**config.mk**
```make
export PLATFORM = sky130hd
export DESIGN_NAME = hsd_front
export DESIGN_NICKNAME = d
export VERILOG_FILES = /design/src/design/hsd_pkg.sv /design/src/design/hsd_front.sv
export SDC_FILE = /design/constraint.sdc
export NUM_CORES = 1
export LEC_CHECK = 0
export BUFFER_PORTS_ARGS = -buffer_cell sky130_fd_sc_hd__clkbuf_2
export CAP_MARGIN = 40
export CORE_AREA = 2 2 110 112
export DETAILED_ROUTE_END_ITERATION = 12
export DIE_AREA = 0 0 112 114
export HOLD_SLACK_MARGIN = 0.12
export SKIP_CTS_REPAIR_TIMING = 1
export SYNTH_ARGS = -nofsm -noshare
export SYNTH_HDL_FRONTEND = slang
export SYNTH_SLANG_ARGS = --single-unit
```
**constraint.sdc**
```tcl
create_clock -name clock -period 2.6 [get_ports clock]
set_input_delay 0.13 -clock clock [delete_from_list [all_inputs] [get_ports clock]]
set_output_delay 0.13 -clock clock [all_outputs]
set_load 0.01 [all_outputs]
```
**src/design/hsd_pkg.sv**
```systemverilog
// ----------------------------------------------------------------------------
// hsd_pkg
// Shared types and constants for the five-point heat stencil step.
// ----------------------------------------------------------------------------
package hsd_pkg;

   localparam int TEMP_W       = 20;
   localparam int GRID_W       = 11;
   localparam int SRC_W        = 10;
   localparam int CSR_IDX_W    = 2;
   localparam int CSR_DATA_W   = 20;
   localparam int MAX_GRID_DEF = 1024;
   localparam int FIFO_DEPTH   = 4;

   // register indexes
   localparam logic [CSR_IDX_W-1:0] CSR_GRID_SIZE   = 2'd0;
   localparam logic [CSR_IDX_W-1:0] CSR_SOURCE_COL  = 2'd1;
   localparam logic [CSR_IDX_W-1:0] CSR_SOURCE_ROW  = 2'd2;
   localparam logic [CSR_IDX_W-1:0] CSR_SOURCE_TEMP = 2'd3;

   // register reset values
   localparam int GRID_SIZE_RST = 1024;
   localparam logic [SRC_W-1:0]  SOURCE_COL_RST  = 10'd256;
   localparam logic [SRC_W-1:0]  SOURCE_ROW_RST  = 10'd256;
   localparam logic [TEMP_W-1:0] SOURCE_TEMP_RST = 20'd85248;

   // (6c + l + r + u + d + 5) / 10, divide done as multiply by reciprocal
   localparam int SUM_W     = TEMP_W + 4;
   localparam int DIV_SHIFT = 27;
   localparam logic [SUM_W-1:0] DIV_RECIP  = 24'd13421773;
   localparam logic [SUM_W-1:0] ROUND_BIAS = 24'd5;

   typedef struct packed {
      logic [TEMP_W-1:0] cell_temp;
      logic              flush;
   } req_payload_type;

   typedef struct packed {
      logic [TEMP_W-1:0] new_temp;
      logic              last_of_grid;
   } rsp_payload_type;

   // per-beat work handed from front to back (column travels alongside)
   typedef struct packed {
      logic [TEMP_W-1:0] temp;
      logic              emit;
      logic              top_edge;
      logic              bot_edge;
      logic              left_edge;
      logic              right_edge;
      logic              is_src;
      logic              last;
   } stage_info_type;

   typedef struct packed {
      logic is_src;
      logic last;
   } res_meta_type;

endpackage

```
**src/design/hsd_front.sv**
```systemverilog
// ----------------------------------------------------------------------------
// hsd_front
// Accepts beats, tracks input and output raster positions, classifies each
// beat as cell, drain or drop, and queues the work for the back end.
// ----------------------------------------------------------------------------
module hsd_front #(
   parameter  int MAX_GRID = hsd_pkg::MAX_GRID_DEF,
   localparam int CW       = $clog2(MAX_GRID)
) (
   input  logic                          clock,
   input  logic                          reset,
   input  logic                          clear,
   input  logic [CW-1:0]                 side_m1,
   input  logic [hsd_pkg::SRC_W-1:0]     src_row,
   input  logic [hsd_pkg::SRC_W-1:0]     src_col,
   input  logic                          req_valid,
   input  logic                          req_stall,
   input  hsd_pkg::req_payload_type      req_data,
   output logic                          push,
   output logic [CW-1:0]                 push_col,
   output hsd_pkg::stage_info_type       push_info
);
   import hsd_pkg::*;

   localparam int CMP_W = (CW > SRC_W) ? CW : SRC_W;

   logic [CW-1:0] in_row_ff, in_row_in;
   logic [CW-1:0] in_col_ff, in_col_in;
   logic [CW-1:0] out_row_ff, out_row_in;
   logic [CW-1:0] out_col_ff, out_col_in;
   logic          all_rcv_ff, all_rcv_in;

   logic accept, is_cell, emit, emit_cell;
   logic in_last, out_row_last, out_col_last, out_last;

   assign accept       = req_valid && !req_stall;
   assign is_cell      = !all_rcv_ff && !req_data.flush;
   assign in_last      = (in_row_ff == side_m1) && (in_col_ff == side_m1);
   assign out_row_last = (out_row_ff == side_m1);
   assign out_col_last = (out_col_ff == side_m1);
   assign out_last     = out_row_last && out_col_last;
   // a result is due once N+1 cells are in
   assign emit_cell    = (in_row_ff > CW'(1)) || ((in_row_ff == CW'(1)) && (in_col_ff != '0));
   assign emit         = is_cell ? emit_cell : 1'b1;

   // a cell beat or a drain beat; flushes before the last cell are dropped
   assign push = accept && (is_cell || all_rcv_ff);

   // drain beats walk the virtual column one ahead of the output column
   assign push_col = is_cell ? in_col_ff : (out_col_last ? '0 : out_col_ff + CW'(1));

   always_comb begin
      push_info            = '0;
      push_info.temp       = req_data.cell_temp;
      push_info.emit       = emit;
      push_info.top_edge   = (out_row_ff == '0);
      push_info.bot_edge   = out_row_last;
      push_info.left_edge  = (out_col_ff == '0);
      push_info.right_edge = out_col_last;
      push_info.is_src     = (CMP_W'(out_row_ff) == CMP_W'(src_row)) &&
                             (CMP_W'(out_col_ff) == CMP_W'(src_col));
      push_info.last       = out_last;
   end

   always_comb begin
      in_row_in  = in_row_ff;
      in_col_in  = in_col_ff;
      out_row_in = out_row_ff;
      out_col_in = out_col_ff;
      all_rcv_in = all_rcv_ff;
      if (clear) begin
         in_row_in  = '0;
         in_col_in  = '0;
         out_row_in = '0;
         out_col_in = '0;
         all_rcv_in = 1'b0;
      end else if (accept) begin
         if (is_cell) begin
            if (in_last) begin
               all_rcv_in = 1'b1;
               in_row_in  = '0;
               in_col_in  = '0;
            end else if (in_col_ff == side_m1) begin
               in_col_in = '0;
               in_row_in = in_row_ff + CW'(1);
            end else begin
               in_col_in = in_col_ff + CW'(1);
            end
         end
         if (push && emit) begin
            if (out_last) begin
               out_row_in = '0;
               out_col_in = '0;
               all_rcv_in = 1'b0;
            end else if (out_col_last) begin
               out_col_in = '0;
               out_row_in = out_row_ff + CW'(1);
            end else begin
               out_col_in = out_col_ff + CW'(1);
            end
         end
      end
   end

   always_ff @(posedge clock) begin
      if (reset) begin
         in_row_ff  <= '0;
         in_col_ff  <= '0;
         out_row_ff <= '0;
         out_col_ff <= '0;
         all_rcv_ff <= 1'b0;
      end else begin
         in_row_ff  <= in_row_in;
         in_col_ff  <= in_col_in;
         out_row_ff <= out_row_in;
         out_col_ff <= out_col_in;
         all_rcv_ff <= all_rcv_in;
      end
   end

endmodule

```
==> summary.txt <==
Status
  • Outcome: completed

Route
  • WL final: 9.53 mm
  • Via-to-Cell Ratio: 5.24
  • Vias: 3057
  • WL per Instance: 16.3 um
  • Drt first pass iters: 4
  • DRC viols: 0
  • Detail Route Antenna Nets: 0
  • DR iter-0 viols: 118

GRT
  • GR Util All Layers: 0.153
  • Vias in the first global route: 3025
  • Largest net degree at the start of global routing: 29
  • First-pass GRT wire length: 15.7 mm
  • Initial antenna violation count: 0
  • Global route total overflow: 0

Critical path
  • Worst EP arrival: 2210 ps
  • Worst EP required: 2470 ps
  • Worst r2r src: in_col_ff[0]
  • Worst reg2reg path depth: 7
  • Crit Path Max Fanout: 28
  • Crit start category: register
  • Reg2Reg Capture Point: out_row_ff[0]
  • Crit path to: push_info[0]
  • WS Path Type: register to output pin
  • CP endpoint kind: output pin
  • Crit path from: out_col_ff[7]
  • Flop-to-flop setup slack: 380 ps

Finish
  • Diodes inserted: 0
  • Net count, final: 500
  • Area growth syn-to-layout: 9.54%
  • Share of layout cells above drive strength 1: 0.186
  • # fillers: 1280

Floorplan
  • Die Y: 114 um
  • I/O pins: 94
  • Std cell rows: 40
  • Core Box Area: 0.0117 mm2
  • Initial Util: 0.288
  • Die span in x: 112 um
  • Die ar.: 0.0128 mm2

Synthesis
  • Post-synth ARST share: 0
  • Ys Warns: 0
  • Cell Area, Synth: 0.00337 mm2
  • Post-synthesis instance total: 425
  • Mean area per synthesized cell: 7.93 um2
  • Yosys top cell area share: 0.243
  • Synth top area cells: dfxtp_1 24%, xnor2_1 11%, xor2_1 9.9%
  • Ys flop type: dfxtp_1
  • Syn nets: 490
  • Seq/Total Area, Yosys: 0.243
  • Commonest cells in the netlist: 43 x xnor2_1, 41 x dfxtp_1, 38 x xor2_1
  • Post-synth EDFFs: 0
  • Largest area contributor in the netlist: dfxtp_1
  • Cell variety after synth: 51
  • Post-synthesis register bit count: 41
  • Most frequent cell after synthesis: xnor2_1

Clocking
  • Clock buffer depth: 2
  • Worst-Skew Late Latency: 290 ps
  • Clock Pin Slew Worst Setup and Hold Paths: 70 ps
  • Root buf cell: clkbuf_16
  • H-tree Lvls: 2
  • CTS tree: done
  • Sink Count: 41
  • TritonCTS buffer count: 5

Power
  • Leak: 1.27 nW
  • Overall power: 1.39 mW
  • Pwr Density: 377 mW/mm2
  • Maximum vdd drop: 0.260 mV

Timing
  • Period utilization: 0.898
  • Skew final: 9.55 ps
  • TNS Setup: 0 ps
  • Minimum clock period: 2340 ps
  • Least-Margin Pin Slew: 648 ps
  • FMAX: 0.428 GHz
  • Final Max Slew Viols: 0
  • Final Hold Viols: 0
  • Endpoints failing setup: 0
  • Unrepaired setup endpoints after global routing: no
  • Max-slew headroom: 0.566

Flow run
  • Max cap viols: 0

Place
  • Placer Congestion: 0.853
  • Buffers on Ports: 53
  • DP HPWL: 7.25 mm

Worst hold path
  • HP Class: input pin to register
## state kept, by name, summed over array words and instances, names as in the netlist
register and flops:
in_col_ff 10, out_col_ff 10, in_row_ff 10, all_rcv_ff 1
out_row_ff 10
## per-layer routing
metal / wire length [um] / global-route usage / share of wire / up-vias
met2: 4670 / 0.265 / 0.49 / 115
li1: - / - / - / 1489
met3: 618 / 0.0255 / 0.065 / 8
met1: 4160 / 0.197 / 0.44 / 1445
met5: 0 / 0 / 0 / -
met4: 85 / 0.0398 / 0.0089 / 0
## kinds of logic after synthesis
logic type      Yosys count  synth area share
simple gates            153             0.248
xor+xnor                 81             0.210
compound gates           64             0.139
mux                       1           0.00297
fa+ha+maj                 9            0.0334
flops                    41             0.243
buf+inv                  76             0.122
## cells in the final DEF, fill, tap and decap left out, drive strengths merged, types with 2 or more instances in the layout
| master | count |
|---|---|
| a21oi | 12 |
| a32o | 11 |
| and2 | 2 |
| and3 | 5 |
| buf | 10 |
| clkbuf | 59 |
| clkinvlp | 2 |
| dfxtp | 41 |
| ha | 9 |
| inv | 16 |
| nand2 | 34 |
| nand3 | 12 |
| nand3b | 2 |
| nand4 | 13 |
| nor2 | 27 |
| nor3 | 9 |
| nor3b | 6 |
| nor4 | 24 |
| nor4b | 3 |
| o211ai | 8 |
| o21a | 2 |
| o21ai | 7 |
| o22ai | 3 |
| o31ai | 13 |
| or2 | 2 |
| or3 | 6 |
| or4 | 4 |
| xnor2 | 43 |
| xor2 | 38 |
## stage by stage
stage | util | cells | setup WS, ps | hold slack, ps | cell area [um2]
after floorplan | - | 425 | 496 | 327 | 3370
after global placement | 0.303 | 575 | 516 | 260 | 3550
after detailed placement | 0.303 | 575 | 401 | 260 | 3550
after CTS | 0.315 | 583 | 264 | 241 | 3690
after global routing | 0.315 | 583 | 114 | 253 | 3690
final | 0.315 | 583 | 265 | 248 | 3690
## cell type report
| cell class | instances | area [um2] | share of cell area |
|---|---|---|---|
| inverter | 16 | 60.1 | 0.0163 |
| clock buffer | 6 | 129 | 0.0349 |
| timing repair buffer | 63 | 340 | 0.0921 |
| tap | 147 | 184 | 0.0498 |
| multi-input combinational | 308 | 2140 | 0.581 |
| sequential | 41 | 821 | 0.222 |
| clock inverter | 2 | 15.0 | 0.00407 |
## where the power goes
| part | total [mW] | internal (mW) | switching (mW) |
|---|---|---|---|
| logic | 0.149 | 0.0613 | 0.0880 |
| clock network | 0.615 | 0.356 | 0.259 |
| registers | 0.630 | 0.629 | 0.00133 |
## worst min path at each step
stage	from	endpoint	slack (ps)	cells after the start
2_1_floorplan	req_data[0]	all_rcv_ff	330	2
3_3_place_gp	req_data[5]	push_info[11]	260	0
3_5_place_dp	req_data[5]	push_info[11]	260	0
4_1_cts	req_data[0]	all_rcv_ff	240	3
5_1_grt	req_data[0]	all_rcv_ff	250	3
6_report	req_data[0]	all_rcv_ff	250	3
## critical path, stage by stage (launching register included)
cell	delay, ps
dfxtp_1	570
xor2_1	140
nor4_1	310
nand3_1	150
inv_2	390
and2_1	210
clkbuf_2	140
(Power assumes the default switching activity.)
