`config.mk`:
```
export PLATFORM = sky130hd
export DESIGN_NAME = hsd_fifo
export DESIGN_NICKNAME = d
export VERILOG_FILES = /design/src/design/hsd_pkg.sv /design/src/design/hsd_fifo.sv
export SDC_FILE = /design/constraint.sdc
export NUM_CORES = 1
export LEC_CHECK = 0
export BUFFER_PORTS_ARGS = -buffer_cell sky130_fd_sc_hd__buf_2
export CORE_MARGIN = 2
export CORE_UTILIZATION = 55
export CTS_CLUSTER_DIAMETER = 50
export DETAILED_ROUTE_END_ITERATION = 8
export PLACE_DENSITY = 0.85
export SLEW_MARGIN = 20
export SYNTH_ARGS = -nofsm -noshare
export SYNTH_HDL_FRONTEND = slang
export SYNTH_SLANG_ARGS = --single-unit
```
`constraint.sdc`:
```
create_clock -name clock -period 2.8 [get_ports clock]
set_clock_uncertainty 0.1 [all_clocks]
set_input_delay 0.28 -clock clock [delete_from_list [all_inputs] [get_ports clock]]
set_output_delay 0.28 -clock clock [all_outputs]
set_load 0.02 [all_outputs]
```
`src/design/hsd_pkg.sv`:
```
// ----------------------------------------------------------------------------
// hsd_pkg
// Shared types and constants for the five-point heat stencil step.
// ----------------------------------------------------------------------------
package hsd_pkg;

   localparam int TEMP_W       = 20;
   localparam int GRID_W       = 11;
   localparam int SRC_W        = 10;
   localparam int CSR_IDX_W    = 2;
   localparam int CSR_DATA_W   = 20;
   localparam int MAX_GRID_DEF = 1024;
   localparam int FIFO_DEPTH   = 4;

   // register indexes
   localparam logic [CSR_IDX_W-1:0] CSR_GRID_SIZE   = 2'd0;
   localparam logic [CSR_IDX_W-1:0] CSR_SOURCE_COL  = 2'd1;
   localparam logic [CSR_IDX_W-1:0] CSR_SOURCE_ROW  = 2'd2;
   localparam logic [CSR_IDX_W-1:0] CSR_SOURCE_TEMP = 2'd3;

   // register reset values
   localparam int GRID_SIZE_RST = 1024;
   localparam logic [SRC_W-1:0]  SOURCE_COL_RST  = 10'd256;
   localparam logic [SRC_W-1:0]  SOURCE_ROW_RST  = 10'd256;
   localparam logic [TEMP_W-1:0] SOURCE_TEMP_RST = 20'd85248;

   // (6c + l + r + u + d + 5) / 10, divide done as multiply by reciprocal
   localparam int SUM_W     = TEMP_W + 4;
   localparam int DIV_SHIFT = 27;
   localparam logic [SUM_W-1:0] DIV_RECIP  = 24'd13421773;
   localparam logic [SUM_W-1:0] ROUND_BIAS = 24'd5;

   typedef struct packed {
      logic [TEMP_W-1:0] cell_temp;
      logic              flush;
   } req_payload_type;

   typedef struct packed {
      logic [TEMP_W-1:0] new_temp;
      logic              last_of_grid;
   } rsp_payload_type;

   // per-beat work handed from front to back (column travels alongside)
   typedef struct packed {
      logic [TEMP_W-1:0] temp;
      logic              emit;
      logic              top_edge;
      logic              bot_edge;
      logic              left_edge;
      logic              right_edge;
      logic              is_src;
      logic              last;
   } stage_info_type;

   typedef struct packed {
      logic is_src;
      logic last;
   } res_meta_type;

endpackage

```
`src/design/hsd_fifo.sv`:
```
// ----------------------------------------------------------------------------
// hsd_fifo
// Small queue between the stencil front and back.
// ----------------------------------------------------------------------------
module hsd_fifo #(
   parameter int WIDTH = 8,
   parameter int DEPTH = hsd_pkg::FIFO_DEPTH
) (
   input  logic             clock,
   input  logic             reset,
   input  logic             wr_en,
   input  logic [WIDTH-1:0] wr_data,
   input  logic             rd_en,
   output logic [WIDTH-1:0] rd_data,
   output logic             full,
   output logic             empty
);
   import hsd_pkg::*;

   localparam int PTR_W = (DEPTH > 1) ? $clog2(DEPTH) : 1;
   localparam int CNT_W = $clog2(DEPTH + 1);

   logic [WIDTH-1:0] slot_ff [DEPTH];
   logic [PTR_W-1:0] wr_ptr_ff, wr_ptr_in;
   logic [PTR_W-1:0] rd_ptr_ff, rd_ptr_in;
   logic [CNT_W-1:0] count_ff, count_in;
   logic             do_wr, do_rd;

   assign full    = (count_ff == CNT_W'(DEPTH));
   assign empty   = (count_ff == '0);
   assign do_wr   = wr_en && !full;
   assign do_rd   = rd_en && !empty;
   assign rd_data = slot_ff[rd_ptr_ff];

   always_comb begin
      wr_ptr_in = wr_ptr_ff;
      rd_ptr_in = rd_ptr_ff;
      count_in  = count_ff;
      if (do_wr) begin
         wr_ptr_in = (wr_ptr_ff == PTR_W'(DEPTH - 1)) ? '0 : wr_ptr_ff + PTR_W'(1);
      end
      if (do_rd) begin
         rd_ptr_in = (rd_ptr_ff == PTR_W'(DEPTH - 1)) ? '0 : rd_ptr_ff + PTR_W'(1);
      end
      if (do_wr && !do_rd) begin
         count_in = count_ff + CNT_W'(1);
      end else if (do_rd && !do_wr) begin
         count_in = count_ff - CNT_W'(1);
      end
   end

   always_ff @(posedge clock) begin
      if (reset) begin
         wr_ptr_ff <= '0;
         rd_ptr_ff <= '0;
         count_ff  <= '0;
      end else begin
         wr_ptr_ff <= wr_ptr_in;
         rd_ptr_ff <= rd_ptr_in;
         count_ff  <= count_in;
      end
   end

   always_ff @(posedge clock) begin
      if (do_wr) begin
         slot_ff[wr_ptr_ff] <= wr_data;
      end
   end

endmodule

```
==> results of run 1 <==
==> logic make-up (layout without fill, tap and decap cells) <==
logic type	after synthesis	count (layout)	synth area share, %
DFF	41	41	69.4
and+or+nand+nor	16	16	5.70
muxes	10	10	12.2
buffers and inverters	9	34	2.89
adders and majority gates	7	7	5.78
AOI/OAI and AO/OA	7	7	3.04
xor gates and xnor gates	2	2	1.06
==> per-stage QoR <==
stage	power, mW	instance area [um^2]	hold WS (ns)	instances
floorplan	1.15	1650	0.279	92
global placement	1.24	1770	0.373	140
detailed placement	1.27	1770	0.399	140
CTS	1.53	1820	0.0371	148
global route	1.60	1820	0.0264	148
finish	1.51	1820	0.0394	148
==> cells in the final DEF, fill, tap and decap left out, types with 2 or more instances in the layout <==
cell      count
ha_1          6
dfxtp_1       9
xor2_1        2
and3_2        4
buf_2        21
a21oi_1       3
edfxtp_1     32
o31ai_2       2
inv_1         4
nor2_1        3
nor3_1        2
clkinv_1      2
clkbuf_4      5
mux2i_1       2
mux4_2        8
nand3_1       2
==> cell usage after synthesis, types with 2 or more instances <==
cell / count
and3_2: 4
mux2i_1: 2
dfxtp_1: 9
a21oi_1: 3
nand3_1: 2
inv_1: 4
edfxtp_1: 32
o31ai_2: 2
nor2_1: 3
mux4_2: 8
ha_1: 6
nor3_1: 2
xor2_1: 2
==> state kept, by name, summed over array words and instances (netlist names), named ones only <==
name       flops
count_ff       3
rd_ptr_ff      2
slot_ff       32
wr_ptr_ff      2
==> final timing paths <==
| check | to | start | cells after the start |
|---|---|---|---|
| setup reg to reg | count_ff[2] | count_ff[0] | 9 |
| setup / recovery | count_ff[2] | count_ff[0] | 9 |
| hold / removal | slot_ff[2][0] | wr_data[0] | 1 |
| hold reg to reg | wr_ptr_ff[1] | wr_ptr_ff[1] | 2 |
==> report_power, final <==
part           internal (mW)  switching [mW]  total (mW)
Combinational          0.199           0.231       0.430
Sequential             0.742          0.0743       0.816
Clock                 0.0908           0.178       0.269
==> metal layers <==
metal | GRT usage (%) | up-vias | routed length, um
li1 | - | 402 | -
met3 | 7.03 | 6 | 141
met5 | 0 | - | 0
met2 | 29.2 | 20 | 1320
met1 | 19.1 | 430 | 970
met4 | 6.82 | 0 | 42
==> cell type report <==
class	instances	area, um^2	share of cell area [%]
Clock buffer	5	37.5	2.07
Sequential cell	41	1140	62.9
Inverter	5	23.8	1.31
Multi-Input combinational cell	42	457	25.2
Clock inverter	3	12.5	0.689
Timing Repair Buffer	21	105	5.79
Tap cell	31	38.8	2.14
==> flow_summary.yaml, run 1 <==
run_status:
  status: "finished, violations left"
  violations: "DRC"
finish:
  syn_to_final_growth_pct: 10.3
  drive_above_1_share_pct: 37.6
  antenna_cells: 0
  fillCellCount: 207
  final_core_util_pct: 64.7
  nets: 135
clock_tree:
  cts-root-buf: "clkbuf_4"
  clock_sinks: 41
  clock_latency_ns: 0.34
  cts_resized: 0
  cts_tree: "built"
  hold_buffers: 0
  numCtsBuffers: 5
  clk_path_buf_depth: 2
  post_cts_buffers: 0
  clk_pin_slew_ns: 0.11
  htreeDepth: 2
yosys:
  syn_area_um2: 1650
  yosys-top-cells-area: "edfxtp_1, dfxtp_1, mux4_2"
  synth-edff-count: 32
  post_synth_num_cell_types: 26
  synth.ff_latch_count: 41
  yosysSeqAreaShare_pct: 69.4
  synth_area_per_cell_um2: 17.9
  synth_nets: 111
  synth_ff_type: "edfxtp_1"
  synth_top_cell_by_area: "edfxtp_1"
  synth_top_area_share_pct: 58.4
  synth-async-reset-ratio_pct: 0
  ys.warnings.count: 0
  synth_cells: 92
grt:
  grt_pass1_vias: 867
  grt_use_total_pct: 17.1
  grt_max_degree: 13
  grt_pass1_wl_um: 4060
  grt-ovfl-total: 0
  antenna_found_initial: 0
worst_setup_path:
  path_cells: "or3b_1 > clkinv_4 > nor2_2 > ha_1 > inv_1 > fa_1 > xor2_1 > or3_2 > a21oi_1"
  crit_path_max_fanout: 7
  r2r_slack_ns: 0.31
  worstPathRequired_ns: 2.98
  max_stage_delay_ns: 0.46
  cp-start-kind: "flip-flop"
  cp_num_buf_inv: 2
  path_delay_family: "simple AND/OR/NAND/NOR gates"
  setup.worst_path.class: "flip-flop to flip-flop"
  critPathArrivalTime_ns: 2.67
  endpoint_kind: "flip-flop"
  crit_slowest_cell: "dfxtp_1"
detailed_routing:
  routed_wl_um: 2470
  via_count: 858
  drc: 2
  drtIter0Drc: 14
  via_per_inst: 5.80
  routedWlPerCell_um: 16.7
  firstDrtPassIters: 6
  detail-route-antenna-nets: 0
die:
  fp.dieArea_um2: 3450
  die_h_um: 58.7
  core_um2: 2810
  start_util_pct: 58.7
  rows: 19
  fp.dieW_um: 58.7
  io_pins: 22
timing:
  layout_setup_ws_ns: 0.307
  finalCritPeriodShare_pct: 89.0
  rsz0062_at_grt: "false"
  slew_headroom_pct: 62.8
  setup_viol: 0
  hold_viol_final: 0
  slew_violations: 0
  fin_tns_setup_ns: 0
  fmax_mhz: 401
  tightest_slew_ns: 0.557
  period_needed_ns: 2.49
place:
  gp_congestion: 0.767
  dp_hpwl_um: 1740
  port_buffers: 21
  dpl_worst_slack_ns: 0.314
power:
  pwr_density_cell_nw_per_um2: 834
  peakVddDrop_v: 0.000507
  leakagePower_nw: 0.676
min_path:
  min_path_type: "input port to flip-flop"
run:
  maxCapViolCount: 0
No activity file was read; power rests on OpenSTA's default activity.
==> run 2, diff against run 1 <==
ABC_AREA = 1   (was default)
CORE_UTILIZATION = 56   (was 55)
PLACE_DENSITY = 0.86   (was 0.85)
==> run 2 against run 1 <==
  * The flow now finishes without violations
  * Largest power group unchanged
  * Fmax rose by 15%
  * Combinational power increased by 39%
  * Non-clock buffer count increased by 1
  * Register-to-register slack better by 0.45 ns
  * Highest routed layer unchanged
  * Utilization increased by 1.6 points
  * Via count increased by 29%
==> flow_summary.yaml, run 2 <==
run_status:
  status: "complete, no violations"
finish:
  fillCellCount: 216
  top_register: "slot_ff"
  layout_common_cells: "nor2_1, edfxtp_1, buf_2"
  antenna_cells: 0
  drive_above_1_share_pct: 17.7
  top_regs: "slot_ff: 32 flops, count_ff: 3 flops"
  nets: 193
  final_core_util_pct: 66.3
  final_common_cell: "nor2_1"
  largest_register_ffs: 32
  syn_to_final_growth_pct: 10.6
die:
  start_util_pct: 60.0
  io_pins: 22
  fp.dieW_um: 59.0
  die_h_um: 59.0
  core_um2: 2830
  fp.dieArea_um2: 3490
  rows: 19
yosys:
  synth_top_cell_by_area: "edfxtp_1"
  yosys-top-cells-area: "edfxtp_1, dfxtp_1, nor2_1"
  synthMostInstantiatedCell: "nor2_1"
  yosysSeqAreaShare_pct: 67.3
  synth_top_area_share_pct: 56.6
  ys.warnings.count: 0
  synth_area_per_cell_um2: 11.5
  synth-async-reset-ratio_pct: 0
  synth_cells: 147
  synth.ff_latch_count: 41
  synth_common_cells: "nor2_1, edfxtp_1, inv_1"
  synth_ff_type: "edfxtp_1"
  syn_area_um2: 1700
  synth-edff-count: 32
  synth_nets: 166
  post_synth_num_cell_types: 19
detailed_routing:
  routedWlPerCell_um: 13.9
  via_per_inst: 5.38
  via_count: 1108
  drtIter0Drc: 37
  detail-route-antenna-nets: 0
  drc: 0
  firstDrtPassIters: 4
  routed_wl_um: 2870
worst_setup_path:
  critPathArrivalTime_ns: 1.79
  r2r_cells: 9
  crit_path_max_fanout: 17
  setup.worst_path.class: "flip-flop to output pin"
  endpoint_kind: "output pin"
  cp-start-kind: "flip-flop"
  worstPathRequired_ns: 2.42
place:
  port_buffers: 21
  dp_hpwl_um: 1970
  gp_congestion: 0.710
timing:
  fmax_mhz: 462
  tightest_slew_ns: 0.803
  rsz0062_at_grt: "false"
  setup_viol: 0
  hold_viol_final: 0
  slew_headroom_pct: 46.3
  period_needed_ns: 2.17
  slew_violations: 0
  finalCritPeriodShare_pct: 77.3
  fin_tns_setup_ns: 0
clock_tree:
  clock_latency_ns: 0.34
  cts-root-buf: "clkbuf_4"
  numCtsBuffers: 5
  cts_tree: "built"
  hold_buffers: 1
  clk_path_buf_depth: 2
  clk_pin_slew_ns: 0.11
  post_cts_buffers: 0
  cts_resized: 0
  clock_sinks: 41
  htreeDepth: 2
power:
  peakVddDrop_v: 0.000531
  pwr_density_cell_nw_per_um2: 907
  power.total_mw: 1.70
  leakagePower_nw: 0.763
grt:
  antenna_found_initial: 0
  grt_pass1_wl_um: 4460
  grt_max_degree: 18
  grt-ovfl-total: 0
  grt_pass1_vias: 1067
  grt_use_total_pct: 18.3
min_path:
  min_path_cells: 1
  min_path_type: "input port to flip-flop"
run:
  maxCapViolCount: 0
[run 2: power breakdown]
group          switching [mW]  leakage (nW)  internal, mW
clock network           0.167        0.0265         0.100
logic                   0.391         0.369         0.207
registers              0.0815         0.368         0.755
[run 2: logic make-up (layout without fill, tap and decap cells)]
kind of cell,count (synthesis),count (layout),share of synthesized area [%]
xor+xnor,1,1,0.516
simple gates,51,51,12.1
fa+ha+maj,7,7,5.60
buf+inv,20,48,5.31
compound gates,27,27,9.22
flops,41,41,67.3
[run 2: stage by stage]
stage,area (um^2),hold slack (ns),worst slack [ns],cells
after floorplan,1700,0.252,1.01,147
after global placement,1820,0.353,0.940,197
after detailed placement,1820,0.360,0.816,197
after CTS,1880,0.0378,0.596,206
after global routing,1880,0.0372,0.481,206
final,1880,0.0394,0.635,206
[run 2: path summary, 6_finish.rpt]
kind	slack, ns	endpoint	startpoint
worst max register to register	0.76	count_ff[1]	count_ff[1]
worst min-delay path	0.04	slot_ff[2][5]	wr_data[5]
worst max-delay path	0.63	rd_data[0]	flip-flop
worst min register to register	0.43	flip-flop	rd_ptr_ff[1]
[run 2: final cells by class]
class,instances,area [um^2],area share [%]
timing repair buffer,22,115,6.13
sequential,41,1140,60.8
inverter,18,67.6,3.60
multi-input combinational,86,465,24.8
clock buffer,8,48.8,2.60
tap,31,38.8,2.07
[run 2: routing by layer]
metal / GRT usage [%] / up-vias / share of wire (%)
li1: - / 556 / -
met1: 17.9 / 522 / 40
met2: 33.2 / 23 / 54
met3: 4.80 / 7 / 2.9
met4: 12.3 / 0 / 2.5
met5: 0 / - / 0
[run 2: critical path, cell delays in order, from the launching register on]
cell and delay, ns:
dfxtp_1 0.70, inv_2 0.25, o21ai_0 0.24, o22ai_1 0.09, buf_2 0.16
==> run 3, diff against run 2 <==
ABC_AREA = 0   (was 1)
CORE_UTILIZATION = 55   (was 56)
PLACE_DENSITY = 0.85   (was 0.86)
clock period = 2 ns   (was 2.8 ns; I/O delays follow)
==> run 3 against run 2 <==
  * The flow now finishes with violations (DRC, setup timing)
  * Highest routed layer unchanged
  * Global-route usage grew 1.6 points
  * Sequential cell count is the same
  * Utilization increased by 7.9 points
  * Critical endpoint is now count_ff[2]
  * Die area shrank 1.2%
  * First-iteration DRC count shrank 22%
  * Sequential power rose by 33%
  * Combinational power rose by 35%
  * Total power grew 45%
  * Clock-buffer cell count down 1
==> flow_summary.yaml, run 3 (same netlist as run 1, synthesis figures left out) <==
grt:
  grt_pass1_vias: 1016
  top_usage_layer: "met2"
  grt-ovfl-total: 0
  grt_pass1_wl_um: 4630
  grt_max_degree: 13
  grt_use_total_pct: 19.8
  grt_use_met3_pct: 7.47
  antenna_found_initial: 0
  gr-usage-met2_pct: 34.7
  met1_usage_pct: 20.1
run_status:
  violations: "DRC, setup timing"
  status: "finished, violations left"
detailed_routing:
  drc: 2
  firstDrtPassIters: 6
  detail-route-antenna-nets: 0
  drtIter0Drc: 29
  routedWlPerCell_um: 16.1
  routed_wl_um: 2720
  via_count: 909
  via_per_inst: 5.38
die:
  core_um2: 2810
  rows: 19
  start_util_pct: 58.7
  io_pins: 22
  fp.dieW_um: 58.7
  die_h_um: 58.7
  fp.dieArea_um2: 3450
finish:
  largest_register_ffs: 32
  final_common_cell: "edfxtp_1"
  layout_common_cells: "edfxtp_1, buf_2, dlygate4sd3_1, buf_4, mux4_2"
  drive_above_1_share_pct: 46.0
  syn_to_final_growth_pct: 26.6
  top_regs: "slot_ff: 32 flops, count_ff: 3 flops"
  nets: 155
  fillCellCount: 177
  top_register: "slot_ff"
worst_setup_path:
  cp.depth: 9
  critPathArrivalTime_ns: 2.25
  r2r_cells: 9
  crit_slowest_cell: "or3b_4"
  cp_num_buf_inv: 3
  endpoint_kind: "flip-flop"
  path_delay_family: "simple AND/OR/NAND/NOR gates"
  max_stage_delay_ns: 0.44
  cpMostUsedCell: "buf_4"
  crit_path_max_fanout: 3
  setup.worst_path.class: "flip-flop to flip-flop"
  cp-start-kind: "flip-flop"
  path_cells: "or3b_4 > clkinv_8 > nor2_4 > ha_4 > buf_4 > buf_4 > xor2_1 > or3_4 > a21oi_2"
  worstPathRequired_ns: 2.19
power:
  pwr_density_cell_nw_per_um2: 1180
  peakVddDrop_v: 0.000724
  leakagePower_nw: 0.793
min_path:
  min_path_cells: 3
  min_path_type: "input port to flip-flop"
clock_tree:
  cts_tree: "built"
  clock_latency_ns: 0.35
  clock_sinks: 41
  clk_path_buf_depth: 2
  clk_pin_slew_ns: 0.11
  numCtsBuffers: 5
  cts-root-buf: "clkbuf_4"
  htreeDepth: 2
run:
  maxCapViolCount: 0
timing:
  fin_tns_setup_ns: -0.0570
  slew_violations: 0
  setup_viol: 1
  fmax_mhz: 486
  period_needed_ns: 2.06
  rsz0062_at_grt: "true"
  tightest_slew_ns: 0.395
  layout_setup_ws_ns: -0.0570
  slew_headroom_pct: 73.6
  hold_viol_final: 0
  finalCritPeriodShare_pct: 103
place:
  port_buffers: 21
  gp_congestion: 0.654
  dpl_worst_slack_ns: -0.131
  dp_hpwl_um: 1780
run 3: area by class of cell:
| class | instances | area (um^2) | area share [%] |
|---|---|---|---|
| sequential | 41 | 1150 | 55.2 |
| multi-input combinational | 42 | 495 | 23.8 |
| timing repair buffer | 41 | 280 | 13.5 |
| clock buffer | 7 | 55.1 | 2.64 |
| tap | 31 | 38.8 | 1.86 |
| inverter | 5 | 31.3 | 1.50 |
| clock inverter | 1 | 30.0 | 1.44 |
| antenna | 1 | 2.50 | 0.120 |
run 3: final timing paths:
check	start	endpoint	slack, ns
hold reg to reg	rd_ptr_ff[0]	flip-flop	0.43
setup reg to reg	count_ff[1]	count_ff[2]	-0.06
setup / recovery	count_ff[1]	count_ff[2]	-0.06
hold / removal	wr_en	wr_ptr_ff[0]	0.08
run 3: metal layers:
metal | vias to the layer above | wire length [um]
met2 | 23 | 1480
met5 | - | 0
li1 | 438 | -
met1 | 440 | 1040
met4 | 0 | 79
met3 | 8 | 124
run 3: through the flow:
stage / cell area [um^2] / instances / utilization [%] / total power [mW] / hold slack [ns]
3_3_place_gp: 1860 / 149 / 66.4 / 1.85 / 0.311
6_report: 2080 / 169 / 74.3 / 2.47 / 0.0779
5_1_grt: 2080 / 168 / 74.2 / 2.61 / 0.0572
4_1_cts: 2070 / 167 / 73.8 / 2.48 / 0.0506
3_5_place_dp: 1860 / 149 / 66.4 / 1.88 / 0.322
2_1_floorplan: 1680 / 92 / - / 1.64 / 0.199
run 3: worst min-delay path, delay by kind of cell:
kind / cells / cell delay (ns)
AOI/OAI and AO/OA: 1 / 0.06
buffers and inverters: 1 / 0.13
and+or+nand+nor: 1 / 0.09
run 3: where the power goes:
group	total, mW	internal [mW]	switching (mW)
clock	0.549	0.298	0.251
combinational	0.807	0.400	0.406
sequential	1.11	1.05	0.0645
total	2.47	1.75	0.722
run 3: repair_timing:
item,4_1_cts,5_1_grt
pin swaps,2,3
hold endpoints to repair,33,0
endpoints found under the setup margin,2,2
setup buffers,0,1
hold buffers,10,0
resized for setup,3,1
